File: src/rtl/ctt_pkg.sv
// Shared types, constants and character class helpers for the config text tokenizer.
package ctt_pkg;

  // Longest token text that is kept; longer tokens end as invalid
  localparam int MaxText = 64;
  localparam int CntW    = $clog2(MaxText + 1);

  // Result queue between the lexer and the output side
  localparam int QDepth = 4;
  localparam int QPtrW  = (QDepth > 1) ? $clog2(QDepth) : 1;
  localparam int QCntW  = $clog2(QDepth + 1);

  // Character codes
  localparam logic [7:0] ChHash  = 8'h23;
  localparam logic [7:0] ChQuote = 8'h22;
  localparam logic [7:0] ChE     = 8'h65;
  localparam logic [7:0] ChUnder = 8'h5f;
  localparam logic [7:0] ChLf    = 8'h0a;
  localparam logic [7:0] ChDot   = 8'h2e;
  localparam logic [7:0] ChMinus = 8'h2d;
  localparam logic [7:0] ChEq    = 8'h3d;
  localparam logic [7:0] ChSemi  = 8'h3b;
  localparam logic [7:0] ChLbr   = 8'h7b;
  localparam logic [7:0] ChRbr   = 8'h7d;
  localparam logic [7:0] ChNul   = 8'h00;

  typedef enum logic [3:0] {
    TokInt     = 4'd0,
    TokFloat   = 4'd1,
    TokSymbol  = 4'd2,
    TokString  = 4'd3,
    TokEqual   = 4'd4,
    TokSemi    = 4'd5,
    TokLbrace  = 4'd6,
    TokRbrace  = 4'd7,
    TokEof     = 4'd8,
    TokInvalid = 4'd9
  } tok_type_e;

  typedef enum logic [7:0] {
    ModeIdle    = 8'b0000_0001,
    ModeComment = 8'b0000_0010,
    ModeNumber  = 8'b0000_0100,
    ModeSymbol  = 8'b0000_1000,
    ModeString  = 8'b0001_0000,
    ModeOnum    = 8'b0010_0000,
    ModeOsym    = 8'b0100_0000,
    ModeOstr    = 8'b1000_0000
  } lex_mode_e;

  // One output result
  typedef struct packed {
    logic       is_token;
    logic [7:0] text_char;
    tok_type_e  token_type;
    logic [6:0] token_length;
  } result_t;

  // One queue entry: the one or two results caused by one item
  typedef struct packed {
    logic    two;
    result_t r0;
    result_t r1;
  } entry_t;

  function automatic logic is_space(logic [7:0] c);
    return c inside {8'h20, [8'h09:8'h0d]};
  endfunction

  function automatic logic is_digit(logic [7:0] c);
    return c inside {[8'h30:8'h39]};
  endfunction

  function automatic logic is_alpha(logic [7:0] c);
    return c inside {[8'h41:8'h5a], [8'h61:8'h7a]};
  endfunction

  function automatic logic is_numch(logic [7:0] c);
    return is_digit(c) || (c == ChDot) || (c == ChE) || (c == ChMinus);
  endfunction

  function automatic logic is_symch(logic [7:0] c);
    return is_alpha(c) || is_digit(c) || (c == ChUnder);
  endfunction

  // Low seven bits of a text count
  function automatic logic [6:0] len7(logic [CntW-1:0] n);
    logic [CntW+6:0] w;
    w = {7'b0, n};
    return w[6:0];
  endfunction

  function automatic result_t char_res(logic [7:0] c);
    result_t r;
    r.is_token     = 1'b0;
    r.text_char    = c;
    r.token_type   = TokInt;
    r.token_length = 7'd0;
    return r;
  endfunction

  function automatic result_t tok_res(tok_type_e t, logic [CntW-1:0] n);
    result_t r;
    r.is_token     = 1'b1;
    r.text_char    = ChNul;
    r.token_type   = t;
    r.token_length = len7(n);
    return r;
  endfunction

endpackage

File: src/rtl/ctt_front.sv
// Lexer front end: takes characters, tracks the lexing mode, builds result entries.
module ctt_front (
  input  logic            clk_i,
  input  logic            rst_ni,
  input  logic            in_valid_i,
  output logic            in_stall_o,
  input  logic [7:0]      ch_i,
  input  logic            at_end_i,
  input  logic            q_full_i,
  output logic            push_o,
  output ctt_pkg::entry_t entry_o
);

  typedef struct packed {
    logic                    emit;
    ctt_pkg::result_t        res;
    ctt_pkg::lex_mode_e      mode;
    logic                    flt;
    logic [ctt_pkg::CntW-1:0] cnt;
  } idle_t;

  ctt_pkg::lex_mode_e       mode_q, mode_d;
  logic                     flt_q, flt_d;
  logic [ctt_pkg::CntW-1:0] cnt_q, cnt_d;

  idle_t            idle_r;
  logic             tok_v, sec_v;
  ctt_pkg::result_t tok_r, sec_r;
  logic             accept;

  // Handling of a character seen in idle mode
  function automatic idle_t idle_char(logic [7:0] c);
    idle_t o;
    o.emit = 1'b0;
    o.res  = ctt_pkg::char_res(c);
    o.mode = ctt_pkg::ModeIdle;
    o.flt  = 1'b0;
    o.cnt  = '0;
    if (ctt_pkg::is_space(c)) begin
      o.emit = 1'b0;
    end else if (c == ctt_pkg::ChHash) begin
      o.mode = ctt_pkg::ModeComment;
    end else if (ctt_pkg::is_numch(c) && !ctt_pkg::is_alpha(c)) begin
      o.mode = ctt_pkg::ModeNumber;
      o.flt  = !ctt_pkg::is_digit(c);
      o.cnt  = ctt_pkg::CntW'(1);
      o.emit = 1'b1;
    end else if (ctt_pkg::is_alpha(c)) begin
      o.mode = ctt_pkg::ModeSymbol;
      o.cnt  = ctt_pkg::CntW'(1);
      o.emit = 1'b1;
    end else if (c == ctt_pkg::ChQuote) begin
      o.mode = ctt_pkg::ModeString;
    end else if (c == ctt_pkg::ChEq) begin
      o.emit = 1'b1;
      o.res  = ctt_pkg::tok_res(ctt_pkg::TokEqual, '0);
    end else if (c == ctt_pkg::ChSemi) begin
      o.emit = 1'b1;
      o.res  = ctt_pkg::tok_res(ctt_pkg::TokSemi, '0);
    end else if (c == ctt_pkg::ChLbr) begin
      o.emit = 1'b1;
      o.res  = ctt_pkg::tok_res(ctt_pkg::TokLbrace, '0);
    end else if (c == ctt_pkg::ChRbr) begin
      o.emit = 1'b1;
      o.res  = ctt_pkg::tok_res(ctt_pkg::TokRbrace, '0);
    end else begin
      // character that starts no token
      o.emit = 1'b1;
      o.res  = ctt_pkg::tok_res(ctt_pkg::TokInvalid, '0);
    end
    return o;
  endfunction

  assign in_stall_o = q_full_i;
  assign accept     = in_valid_i && !q_full_i;

  // Next mode and the results of this item: an ending token first, then a second result
  always_comb begin
    idle_r = idle_char(ch_i);
    mode_d = mode_q;
    flt_d  = flt_q;
    cnt_d  = cnt_q;
    tok_v  = 1'b0;
    tok_r  = ctt_pkg::tok_res(ctt_pkg::TokInvalid, cnt_q);
    sec_v  = 1'b0;
    sec_r  = ctt_pkg::char_res(ch_i);
    if (at_end_i) begin
      case (mode_q)
        ctt_pkg::ModeNumber: begin
          tok_v = 1'b1;
          tok_r = ctt_pkg::tok_res(flt_q ? ctt_pkg::TokFloat : ctt_pkg::TokInt, cnt_q);
        end
        ctt_pkg::ModeSymbol, ctt_pkg::ModeString, ctt_pkg::ModeOnum,
        ctt_pkg::ModeOsym, ctt_pkg::ModeOstr: begin
          tok_v = 1'b1;
        end
        default: begin
          tok_v = 1'b0;
        end
      endcase
      sec_v  = 1'b1;
      sec_r  = ctt_pkg::tok_res(ctt_pkg::TokEof, '0);
      mode_d = ctt_pkg::ModeIdle;
      flt_d  = 1'b0;
      cnt_d  = '0;
    end else begin
      case (mode_q)
        ctt_pkg::ModeComment: begin
          if (ch_i == ctt_pkg::ChLf) mode_d = ctt_pkg::ModeIdle;
        end
        ctt_pkg::ModeNumber, ctt_pkg::ModeOnum: begin
          if (ctt_pkg::is_numch(ch_i)) begin
            if (!ctt_pkg::is_digit(ch_i)) flt_d = 1'b1;
            if (mode_q == ctt_pkg::ModeNumber) begin
              if (cnt_q < ctt_pkg::CntW'(ctt_pkg::MaxText)) begin
                cnt_d = cnt_q + ctt_pkg::CntW'(1);
                sec_v = 1'b1;
              end else begin
                mode_d = ctt_pkg::ModeOnum;
              end
            end
          end else begin
            tok_v = 1'b1;
            if (mode_q == ctt_pkg::ModeNumber) begin
              tok_r = ctt_pkg::tok_res(flt_q ? ctt_pkg::TokFloat : ctt_pkg::TokInt, cnt_q);
            end
            mode_d = idle_r.mode;
            flt_d  = idle_r.flt;
            cnt_d  = idle_r.cnt;
            sec_v  = idle_r.emit;
            sec_r  = idle_r.res;
          end
        end
        ctt_pkg::ModeSymbol, ctt_pkg::ModeOsym: begin
          if (ctt_pkg::is_space(ch_i)) begin
            tok_v = 1'b1;
            if (mode_q == ctt_pkg::ModeSymbol) begin
              tok_r = ctt_pkg::tok_res(ctt_pkg::TokSymbol, cnt_q);
            end
            mode_d = ctt_pkg::ModeIdle;
            flt_d  = 1'b0;
            cnt_d  = '0;
          end else if (ctt_pkg::is_symch(ch_i)) begin
            if (mode_q == ctt_pkg::ModeSymbol) begin
              if (cnt_q < ctt_pkg::CntW'(ctt_pkg::MaxText)) begin
                cnt_d = cnt_q + ctt_pkg::CntW'(1);
                sec_v = 1'b1;
              end else begin
                mode_d = ctt_pkg::ModeOsym;
              end
            end
          end else begin
            // bad symbol character: invalid token, then the character anew
            tok_v  = 1'b1;
            mode_d = idle_r.mode;
            flt_d  = idle_r.flt;
            cnt_d  = idle_r.cnt;
            sec_v  = idle_r.emit;
            sec_r  = idle_r.res;
          end
        end
        ctt_pkg::ModeString, ctt_pkg::ModeOstr: begin
          if (ch_i == ctt_pkg::ChQuote) begin
            tok_v = 1'b1;
            if (mode_q == ctt_pkg::ModeString) begin
              tok_r = ctt_pkg::tok_res(ctt_pkg::TokString, cnt_q);
            end
            mode_d = ctt_pkg::ModeIdle;
            flt_d  = 1'b0;
            cnt_d  = '0;
          end else if (mode_q == ctt_pkg::ModeString) begin
            if (cnt_q < ctt_pkg::CntW'(ctt_pkg::MaxText)) begin
              cnt_d = cnt_q + ctt_pkg::CntW'(1);
              sec_v = 1'b1;
            end else begin
              mode_d = ctt_pkg::ModeOstr;
            end
          end
        end
        default: begin
          mode_d = idle_r.mode;
          flt_d  = idle_r.flt;
          cnt_d  = idle_r.cnt;
          sec_v  = idle_r.emit;
          sec_r  = idle_r.res;
        end
      endcase
    end
  end

  // Pack the results into one queue entry
  always_comb begin
    entry_o.two = tok_v && sec_v;
    entry_o.r0  = tok_v ? tok_r : sec_r;
    entry_o.r1  = sec_r;
  end

  assign push_o = accept && (tok_v || sec_v);

  // Lexer state
  always_ff @(posedge clk_i or negedge rst_ni) begin
    if (!rst_ni) begin
      mode_q <= ctt_pkg::ModeIdle;
      flt_q  <= 1'b0;
      cnt_q  <= '0;
    end else if (accept) begin
      mode_q <= mode_d;
      flt_q  <= flt_d;
      cnt_q  <= cnt_d;
    end
  end

endmodule

File: src/rtl/ctt_fifo.sv
// Short entry queue between the lexer front end and the output side.
module ctt_fifo (
  input  logic            clk_i,
  input  logic            rst_ni,
  input  logic            push_i,
  input  ctt_pkg::entry_t entry_i,
  output logic            full_o,
  input  logic            pop_i,
  output logic            head_valid_o,
  output ctt_pkg::entry_t head_o
);

  ctt_pkg::entry_t           mem_q [ctt_pkg::QDepth];
  logic [ctt_pkg::QPtrW-1:0] wr_q, rd_q;
  logic [ctt_pkg::QCntW-1:0] cnt_q;
  logic                      do_push, do_pop;

  assign full_o       = (cnt_q == ctt_pkg::QCntW'(ctt_pkg::QDepth));
  assign head_valid_o = (cnt_q != '0);
  assign head_o       = mem_q[rd_q];
  assign do_push      = push_i && !full_o;
  assign do_pop       = pop_i && head_valid_o;

  // Entry storage
  always_ff @(posedge clk_i) begin
    if (do_push) mem_q[wr_q] <= entry_i;
  end

  // Pointers and fill count
  always_ff @(posedge clk_i or negedge rst_ni) begin
    if (!rst_ni) begin
      wr_q  <= '0;
      rd_q  <= '0;
      cnt_q <= '0;
    end else begin
      if (do_push) begin
        wr_q <= (wr_q == ctt_pkg::QPtrW'(ctt_pkg::QDepth - 1)) ? '0 : wr_q + ctt_pkg::QPtrW'(1);
      end
      if (do_pop) begin
        rd_q <= (rd_q == ctt_pkg::QPtrW'(ctt_pkg::QDepth - 1)) ? '0 : rd_q + ctt_pkg::QPtrW'(1);
      end
      if (do_push && !do_pop) begin
        cnt_q <= cnt_q + ctt_pkg::QCntW'(1);
      end else if (do_pop && !do_push) begin
        cnt_q <= cnt_q - ctt_pkg::QCntW'(1);
      end
    end
  end

endmodule

File: src/rtl/ctt_back.sv
// Output side: hands out the results of each queued entry one at a time.
module ctt_back (
  input  logic            clk_i,
  input  logic            rst_ni,
  input  logic            head_valid_i,
  input  ctt_pkg::entry_t head_i,
  output logic            pop_o,
  output logic            out_valid_o,
  input  logic            out_stall_i,
  output logic            is_token_o,
  output logic [7:0]      text_char_o,
  output logic [3:0]      token_type_o,
  output logic [6:0]      token_length_o,
  output logic            last_o
);

  logic             sub_q;
  logic             take;
  ctt_pkg::result_t res;

  assign res            = sub_q ? head_i.r1 : head_i.r0;
  assign last_o         = sub_q || !head_i.two;
  assign out_valid_o    = head_valid_i;
  assign is_token_o     = res.is_token;
  assign text_char_o    = res.text_char;
  assign token_type_o   = res.token_type;
  assign token_length_o = res.token_length;

  assign take  = head_valid_i && !out_stall_i;
  assign pop_o = take && last_o;

  // Which result of the head entry is on the port
  always_ff @(posedge clk_i or negedge rst_ni) begin
    if (!rst_ni) begin
      sub_q <= 1'b0;
    end else if (take) begin
      sub_q <= !last_o;
    end
  end

endmodule

File: src/rtl/config_text_tokenizer.sv
// A result is written into the result queue when the item that causes it is accepted.
// Throughput: one character item per cycle into the lexer unless the queue is full;
// one result per cycle out unless the output stalls, two results of an item in turn.
// A four-entry result queue lets the lexer run ahead of a stalled or busy output side.
// Reset: asynchronous, active low; lexer returns to idle, queue empties.
module config_text_tokenizer (
  input  logic       clk_i,
  input  logic       rst_ni,
  input  logic       in_valid_i,
  output logic       in_stall_o,
  input  logic [7:0] ch_i,
  input  logic       at_end_i,
  output logic       out_valid_o,
  input  logic       out_stall_i,
  output logic       is_token_o,
  output logic [7:0] text_char_o,
  output logic [3:0] token_type_o,
  output logic [6:0] token_length_o,
  output logic       last_o
);

  logic            push, full, pop, head_valid;
  ctt_pkg::entry_t entry, head;

  ctt_front u_front (
    .clk_i      (clk_i),
    .rst_ni     (rst_ni),
    .in_valid_i (in_valid_i),
    .in_stall_o (in_stall_o),
    .ch_i       (ch_i),
    .at_end_i   (at_end_i),
    .q_full_i   (full),
    .push_o     (push),
    .entry_o    (entry)
  );

  ctt_fifo u_fifo (
    .clk_i        (clk_i),
    .rst_ni       (rst_ni),
    .push_i       (push),
    .entry_i      (entry),
    .full_o       (full),
    .pop_i        (pop),
    .head_valid_o (head_valid),
    .head_o       (head)
  );

  ctt_back u_back (
    .clk_i          (clk_i),
    .rst_ni         (rst_ni),
    .head_valid_i   (head_valid),
    .head_i         (head),
    .pop_o          (pop),
    .out_valid_o    (out_valid_o),
    .out_stall_i    (out_stall_i),
    .is_token_o     (is_token_o),
    .text_char_o    (text_char_o),
    .token_type_o   (token_type_o),
    .token_length_o (token_length_o),
    .last_o         (last_o)
  );

endmodule

File: config.mk
export PLATFORM = sky130hd
export DESIGN_NAME = config_text_tokenizer
export DESIGN_NICKNAME = d
export VERILOG_FILES = /design/src/rtl/ctt_pkg.sv /design/src/rtl/ctt_front.sv /design/src/rtl/ctt_fifo.sv /design/src/rtl/ctt_back.sv /design/src/rtl/config_text_tokenizer.sv
export SDC_FILE = /design/constraint.sdc
export NUM_CORES = 1
export LEC_CHECK = 0
export BUFFER_PORTS_ARGS = -buffer_cell sky130_fd_sc_hd__buf_2
export CORE_MARGIN = 2
export CORE_UTILIZATION = 35
export DETAILED_ROUTE_END_ITERATION = 7
export PLACE_DENSITY_LB_ADDON = 0.2
export SETUP_SLACK_MARGIN = 0.02
export SYNTH_ARGS = -nofsm -noshare
export SYNTH_HDL_FRONTEND = slang
export SYNTH_SLANG_ARGS = --single-unit
export TNS_END_PERCENT = 20
File: constraint.sdc
create_clock -name clk_i -period 3.3 [get_ports clk_i]
set_input_delay 0.66 -clock clk_i [delete_from_list [all_inputs] [get_ports clk_i]]
set_output_delay 0.66 -clock clk_i [all_outputs]
set_load 0.01 [all_outputs]
After elaboration in Yosys (flattened, before gate mapping)
Memories as Yosys holds them, arrays and structs flattened.
Index checks and enable logic that the tools add are counted.

storage, ports and cells
  register bits after elaboration = 24
  RAM bits = 164
  input bits = 13
  output and inout port bits = 23
  logic and storage cells = 185
  memories = 1

memory list
  name          words  bits a word  read ports  clocked after memory_dff  wr ports  line            source
  u_fifo.mem_q  4      41           1           0                         1         ctt_fifo.sv:13  ctt_pkg::entry_t mem_q [ctt_pkg::QDepth];

cells by class
  add/subtract/negate cells = 5
  magnitude comparators = 9
  equal/unequal tests = 33
  mux-type cells = 89
  reductions and logical operators = 41

operator list
  cell                                                               count
  two-way mux 20 bit                                                 11
  two-way mux 8 bit                                                  16
  case mux 20 bit (3 select lines)                                   2
  two-way mux 21 bit                                                 4
  two-way mux 7 bit                                                  10
  two-way mux 11 bit                                                 6
  equality test 8 x 6 -> 1 bit, second input constant                8
  equality test 8 x 7 -> 1 bit, second input constant                5
  two-way mux 36 bit                                                 1
  case mux 8 bit (4 select lines)                                    1
  two-way mux 1 bit                                                  29
  case mux 7 bit (4 select lines)                                    1
  equality test 8 x 4 -> 1 bit, second input constant                2
  greater-or-equal comparator 8 x 7 -> 1 bit, second input constant  2
  less-or-equal comparator 8 x 7 -> 1 bit, second input constant     2
  inequality test 4 bit, second input constant                       4
  logical AND 1 bit                                                  14
  AND reduction 5 bit                                                2
  equality test 8 x 2 -> 1 bit, second input constant                1
  equality test 8 x 3 -> 1 bit, second input constant                1
  equality test 8 x 5 -> 1 bit, second input constant                1
  equality test 8 bit, second input constant                         1
  greater-or-equal comparator 8 x 4 -> 1 bit, second input constant  1
  greater-or-equal comparator 8 x 6 -> 1 bit, second input constant  1
  28 further kinds                                                   51

Longest topological paths before layout
  depth in word-level cells = 21
  depth in mapped cells = 13
  mapped depth without buffers = 12

Modules after synthesis
From an unflattened synthesis, not the netlist that was laid out.

unflattened totals
  cells, all modules = 556
  area total of the unflattened synthesis = 8,916.1 um2

modules (own cells, without submodules)
  module     instances  cells an instance  area each (um2)  seq. area each (um2)
  ctt_fifo   1          252                6,429.9          5,099.9
  ctt_front  1          275                2,102.0          401.6
  ctt_back   1          29                 384.1            25.0

Least setup slack after synthesis
Ideal clock, no wire load.

  kind = input to register
  start = input ch_i[0]
  end = memory u_fifo.mem_q[0][10] (netlist name), enable pin
  library setup time = 0.394 ns
  arrival = 3.163 ns
  data required time = 2.906 ns
  slack = -0.257 ns
  stages = 8
  buffers on the path = 1
  cell sequence = buf_4 > nor2b_1 > a32o_1 > a221oi_2 > nor3_1 > or2_1 > a21boi_4 > and2_1

on the way
  cells in the longest elaborated chain, start to end = 18
  elaborated cells between the ends (all ways) = 52
  classes of those cells = 8 x order compare; 8 x eq/ne; 20 x mux; 16 x reduce/logical

RTL lines
  what                                                                                                   line                         source
  start: declaration                                                                                     config_text_tokenizer.sv:11  input logic [7:0] ch_i,
  greater-or-equal comparator 8 x 6 -> 1 bit or less-or-equal comparator 8 x 6 -> 1 bit (tied branches)  ctt_pkg.sv:71                return c inside {[8'h30:8'h39]};
  logical AND 1 bit                                                                                      ctt_pkg.sv:71
  logical OR 1 bit (3 in a row)                                                                          ctt_pkg.sv:79                return is_digit(c) || (c == ChDot) || (c == ChE) || (c == ChMinus);
  logical AND 1 bit                                                                                      ctt_front.sv:43              end else if (ctt_pkg::is_numch(c) && !ctt_pkg::is_alpha(c)) begin
  two-way mux 1 bit                                                                                      ctt_front.sv:43
  two-way mux 21 bit                                                                                     ctt_front.sv:41              end else if (c == ctt_pkg::ChHash) begin
  two-way mux 1 bit                                                                                      ctt_front.sv:39              if (ctt_pkg::is_space(c)) begin
  two-way mux 1 bit                                                                                      ctt_front.sv:143             end else if (ctt_pkg::is_symch(ch_i)) begin
  two-way mux 1 bit                                                                                      ctt_front.sv:135             if (ctt_pkg::is_space(ch_i)) begin
  case mux 1 bit (4 select lines)                                                                        ctt_front.sv:107             case (mode_q)
  two-way mux 1 bit                                                                                      ctt_front.sv:87              if (at_end_i) begin
  logical OR 1 bit (*)                                                                                   ctt_front.sv:198             assign push_o = accept && (tok_v || sec_v);
  logical AND 1 bit (*)                                                                                  ctt_front.sv:198
  logical AND 1 bit (*)                                                                                  ctt_fifo.sv:21               assign do_push = push_i && !full_o;
  named net u_fifo.do_push                                                                               ctt_fifo.sv:16               logic do_push, do_pop;
  two-way mux 1 bit (*)                                                                                  ctt_fifo.sv:26               if (do_push) mem_q[wr_q] <= entry_i;
  two-way mux 1 bit (not written as such) (*)                                                            ctt_fifo.sv:26
  end: declaration                                                                                       ctt_fifo.sv:13

The timed path passes the listed nets; every way through them passes the cells marked *.

Worst setup path in the final report
  start = register u_front.mode_q[4]
  end = register u_fifo.cnt_q[2] (netlist name)

on the way
  cells in the longest elaborated chain, start to end = 12
  elaborated cells between the ends (all ways) = 31
  classes of those cells = 7 x eq/ne; 13 x mux; 11 x reduce/logical

RTL lines
  what                             line                                                 source
  start: declaration               ctt_front.sv:22                                      ctt_pkg::lex_mode_e mode_q, mode_d;
  start signal: assignment         ctt_front.sv:203                                     mode_q <= ctt_pkg::ModeIdle;
  start signal: assignment         ctt_front.sv:207                                     mode_q <= mode_d;
  equality test 8 x 4 -> 1 bit     ctt_front.sv:88, ctt_front.sv:107, ctt_front.sv:144
  two-way mux 1 bit                ctt_front.sv:144                                     if (mode_q == ctt_pkg::ModeSymbol) begin
  two-way mux 1 bit                ctt_front.sv:143
  two-way mux 1 bit                ctt_front.sv:135
  case mux 1 bit (4 select lines)  ctt_front.sv:107
  two-way mux 1 bit                ctt_front.sv:87
  logical OR 1 bit (*)             ctt_front.sv:198
  logical AND 1 bit (*)            ctt_front.sv:198
  logical AND 1 bit (*)            ctt_fifo.sv:21
  named net u_fifo.do_push         ctt_fifo.sv:16
  logical NOT 1 bit                ctt_fifo.sv:44                                       end else if (do_pop && !do_push) begin
  logical AND 1 bit                ctt_fifo.sv:44
  nonzero test 2 bit (no line)     --
  end signal: assignment           ctt_fifo.sv:43                                       cnt_q <= cnt_q + ctt_pkg::QCntW'(1);
  end signal: assignment           ctt_fifo.sv:45                                       cnt_q <= cnt_q - ctt_pkg::QCntW'(1);
  end: declaration                 ctt_fifo.sv:15                                       logic [ctt_pkg::QCntW-1:0] cnt_q;

Marked as above.
A chain may end at the register's enable or synchronous reset.

==> summary.md <==
| Metric | Value |
|---|---|
| Status | `finished, final reports clean` |
| Filler-free cell count of the finished design | `874` |
| Worst Max-Slew Pin Slew | `0.7183 ns` |
| Mean Syn Cell Area | `15.23 µm²` |
| Placed insts | `842` |
| Max Cap Viol | `0` |
| H-tree levels | `4` |
| Initial core utilization | `35.85%` |
| Port-buffer cells | `35` |
| First-pass GRT wire length | `26.72 mm` |
| Slowest-stage cell, CP | `dfrtp_1` |
| Vias per inst | `5.182` |
| FF-to-FF setup slack | `0.21 ns` |
| PnR worst setup slack | `0.2127 ns` |
| Power Density | `749.1 mW/mm²` |
| Placement Rows | `53` |
| Top cells by count, synth | `136 x edfxtp_1, 34 x mux4_2, 28 x nor2_1, 23 x dfrtp_1, 18 x and2_1` |
| DRT Pass-1 Iters | `5` |
| CP Data Arrival Time | `3.43 ns` |
| Final Hold Vio Count | `0` |
| WHS | `0.2465 ns` |
| GR Overflow Total | `0` |
| DRC errors left | `0` |
| Synthesized net count | `519` |
| Critical path buffers and inverters | `1` |
| Cell with the most instances after synthesis | `edfxtp_1` |
| VDD IR-drop max | `381.8 µV` |
| 1st-iter DRT viols | `312` |
| CP max FO | `9` |
| Seq/Total Area, Yosys | `61.79%` |
| Detail Placement HPWL | `11.41 mm` |
| Switching share of total power | `30.64%` |
| Min-delay worst type | `in2async` |
| Layout area overhead | `19.75%` |
| Final wirelength | `16.76 mm` |
| Int Pwr | `0.004718 W` |
| Clock power share | `26.8%` |
| Area of the core | `0.02115 mm²` |
| Synth top area share | `53.85%` |
| Via count | `4,529` |
| Leading area contributor after synthesis | `edfxtp_1` |
| Setup CP Type | `reg2reg` |
| Sequential share of power | `40.7%` |
| Die W | `151.2 µm` |
| Final worst path period need | `3.087 ns` |
| WL per Instance | `19.18 µm` |
| Critical Path Max Stage Delay | `0.49 ns` |
| Number of global-route vias before repair | `4,794` |
| Yosys reg bits | `160` |
| Final setup viols | `0` |
| Total track usage | `15.66%` |
| Ant diodes | `0` |
| Post-route ant nets | `0` |
| Slew Limit Headroom | `50.87%` |
| Post-CTS Setup Bufs | `0` |
| CTS root buf | `clkbuf_16` |
| CTS tree | `yes` |
| Period utilisation layout | `93.55%` |
| Type of origin of the critical path | `flop` |
| Clock-pin slew on the worst setup and hold paths | `0.06 ns` |
| Synthesized area | `0.007584 mm²` |
| Initial antenna violation count | `0` |
| Unique masters post-synth | `79` |
| CTS buffer count | `17` |
| Max Clk Rate | `323.9 MHz` |
| Max Root-Sink Buffers | `2` |
| Synth Flop Type | `edfxtp_1` |
| Clk sink count | `160` |
| Leakage | `3.336 nW` |
| Largest net degree at the start of global routing | `37` |
| Synth Instances | `498` |
| Sw Pwr | `0.002084 W` |
| Worst path cell trace | `nor2_1 -> and4b_1 -> o211a_1 -> nor3_1 -> or2_1 -> a21boi_4 -> ha_1 -> inv_1 -> fa_1 -> xor2_1 -> nor2_1 -> xor2_1` |
| Combinational power share | `32.5%` |
| Layout cells sized above 1 | `34.39%` |
| Overall power | `0.006802 W` |
| IO Pins | `36` |
| CP Capture Type | `flop` |
| Ys Warns | `0` |
| Placer Congestion | `0.8655` |
| Pins Over Slew Limit | `0` |
| Die area | `0.02286 mm²` |
| Worst slack, placed | `-0.2053 ns` |
| Clock skew | `0.008035 ns` |
| RSZ-0062 raised after global routing | `no` |
| Crit path max-delay family | `simple AND/OR/NAND/NOR gates` |
| Ys async rst share | `15.00%` |
| Latest clock arrival within the worst-skew pair | `0.42 ns` |
| # nets final | `607` |
| Number of synthesized flops with an enable pin | `136` |
| Die height | `151.2 µm` |
| Worst EP required | `3.64 ns` |
| Synth area leaders | `edfxtp_1 54%, mux4_2 10%, dfrtp_1 7.6%` |
-- timing repair --
item | 4_1_cts | 5_1_grt
endpoints found under the setup margin | 0 | 45
hold buffers | 0 | 0
gates resized for setup | 0 | 4
-- per-stage QoR --
| step | TNS (ns) | instance area [µm²] | util [%] |
|---|---|---|---|
| after floorplan | -26.42 | 7585 | - |
| after global placement | -4.360 | 8518 | 40.27 |
| after detailed placement | -5.674 | 8518 | 40.27 |
| after CTS | 0 | 9071 | 42.88 |
| after global routing | 0 | 9081 | 42.93 |
| final | 0 | 9081 | 42.93 |
-- worst paths after layout --
| check | start | endpoint | cells past startpoint |
|---|---|---|---|
| max in group asynchronous | rst_ni | u_fifo.rd_q[0] | 1 |
| setup / recovery | u_front.mode_q[4] | u_fifo.cnt_q[2] | 12 |
| setup reg to reg | u_front.mode_q[4] | u_fifo.cnt_q[2] | 12 |
| min in group clk_i | out_stall_i | u_back.sub_q | 2 |
| hold reg to reg | u_fifo.cnt_q[2] | u_fifo.cnt_q[2] | 1 |
| hold / removal | rst_ni | u_fifo.wr_q[0] | 1 |
-- routing by layer --
layer  track usage [%]  vias up  routed length (µm)
li1                  -     2136                   -
met1             20.67     2313                7817
met2             26.13       68                8239
met3             3.343       12                 508
met4             4.533        0                 193
met5                 0        -                   0
-- power by group through the flow --
stage	combinational [W]	clock (W)	sequential (W)
2_1_floorplan	0.00150	0	0.00277
3_3_place_gp	0.00226	0	0.00279
3_5_place_dp	0.00228	0	0.00282
4_1_cts	0.00230	0.00187	0.00277
5_1_grt	0.00244	0.00194	0.00281
6_report	0.00221	0.00182	0.00277
-- state kept, by name (all words and copies together) (netlist names) --
register        count
u_back.sub_q        1
u_fifo.cnt_q        3
u_fifo.mem_q      136
u_fifo.rd_q         2
u_fifo.wr_q         2
u_front.cnt_q       7
u_front.flt_q       1
u_front.mode_q      8
-- final cells by class --
cell class / count / area (µm²)
clock inverter: 15 / 127.6
multi-input combinational: 294 / 2721
inverter: 16 / 60.06
fill: 1917 / 12070
timing repair buffer: 97 / 715.7
tap: 275 / 344.1
sequential: 160 / 4687
clock buffer: 17 / 425.4
-- cell families (layout without fill, tap and decap cells) --
family | count (synthesis) | in the layout | synth area share, %
muxes | 60 | 60 | 14.04
xor gates and xnor gates | 10 | 10 | 1.155
AOI/OAI and AO/OA | 69 | 69 | 7.623
adders and majority gates | 8 | 8 | 1.419
buffers and inverters | 44 | 145 | 2.475
and+or+nand+nor | 147 | 147 | 11.50
DFF | 160 | 160 | 61.79
-- worst reg2reg max path, stage by stage (launching register included) --
cell and delay [ns]:
dfrtp_1 0.49, nor2_1 0.26, and4b_1 0.32, o211a_1 0.27
nor3_1 0.09, or2_1 0.28, a21boi_4 0.15, ha_1 0.19
inv_1 0.07, fa_1 0.43, xor2_1 0.16, nor2_1 0.12
xor2_1 0.18
-- cell usage in the layout (no fill, tap or decap), types with 9 or more instances in the layout --
master / netlist / routed
clkbuf_16: 0 / 17
edfxtp_1: 136 / 136
nand2_1: 17 / 17
mux4_2: 34 / 34
dfrtp_1: 23 / 22
xor2_1: 9 / 9
buf_2: 6 / 35
nor3_1: 12 / 11
nor2b_1: 14 / 14
and2_1: 18 / 17
nor2_1: 28 / 28
mux2_2: 17 / 17
buf_4: 4 / 56
inv_1: 15 / 15
Power figures use the tool's default switching activity.
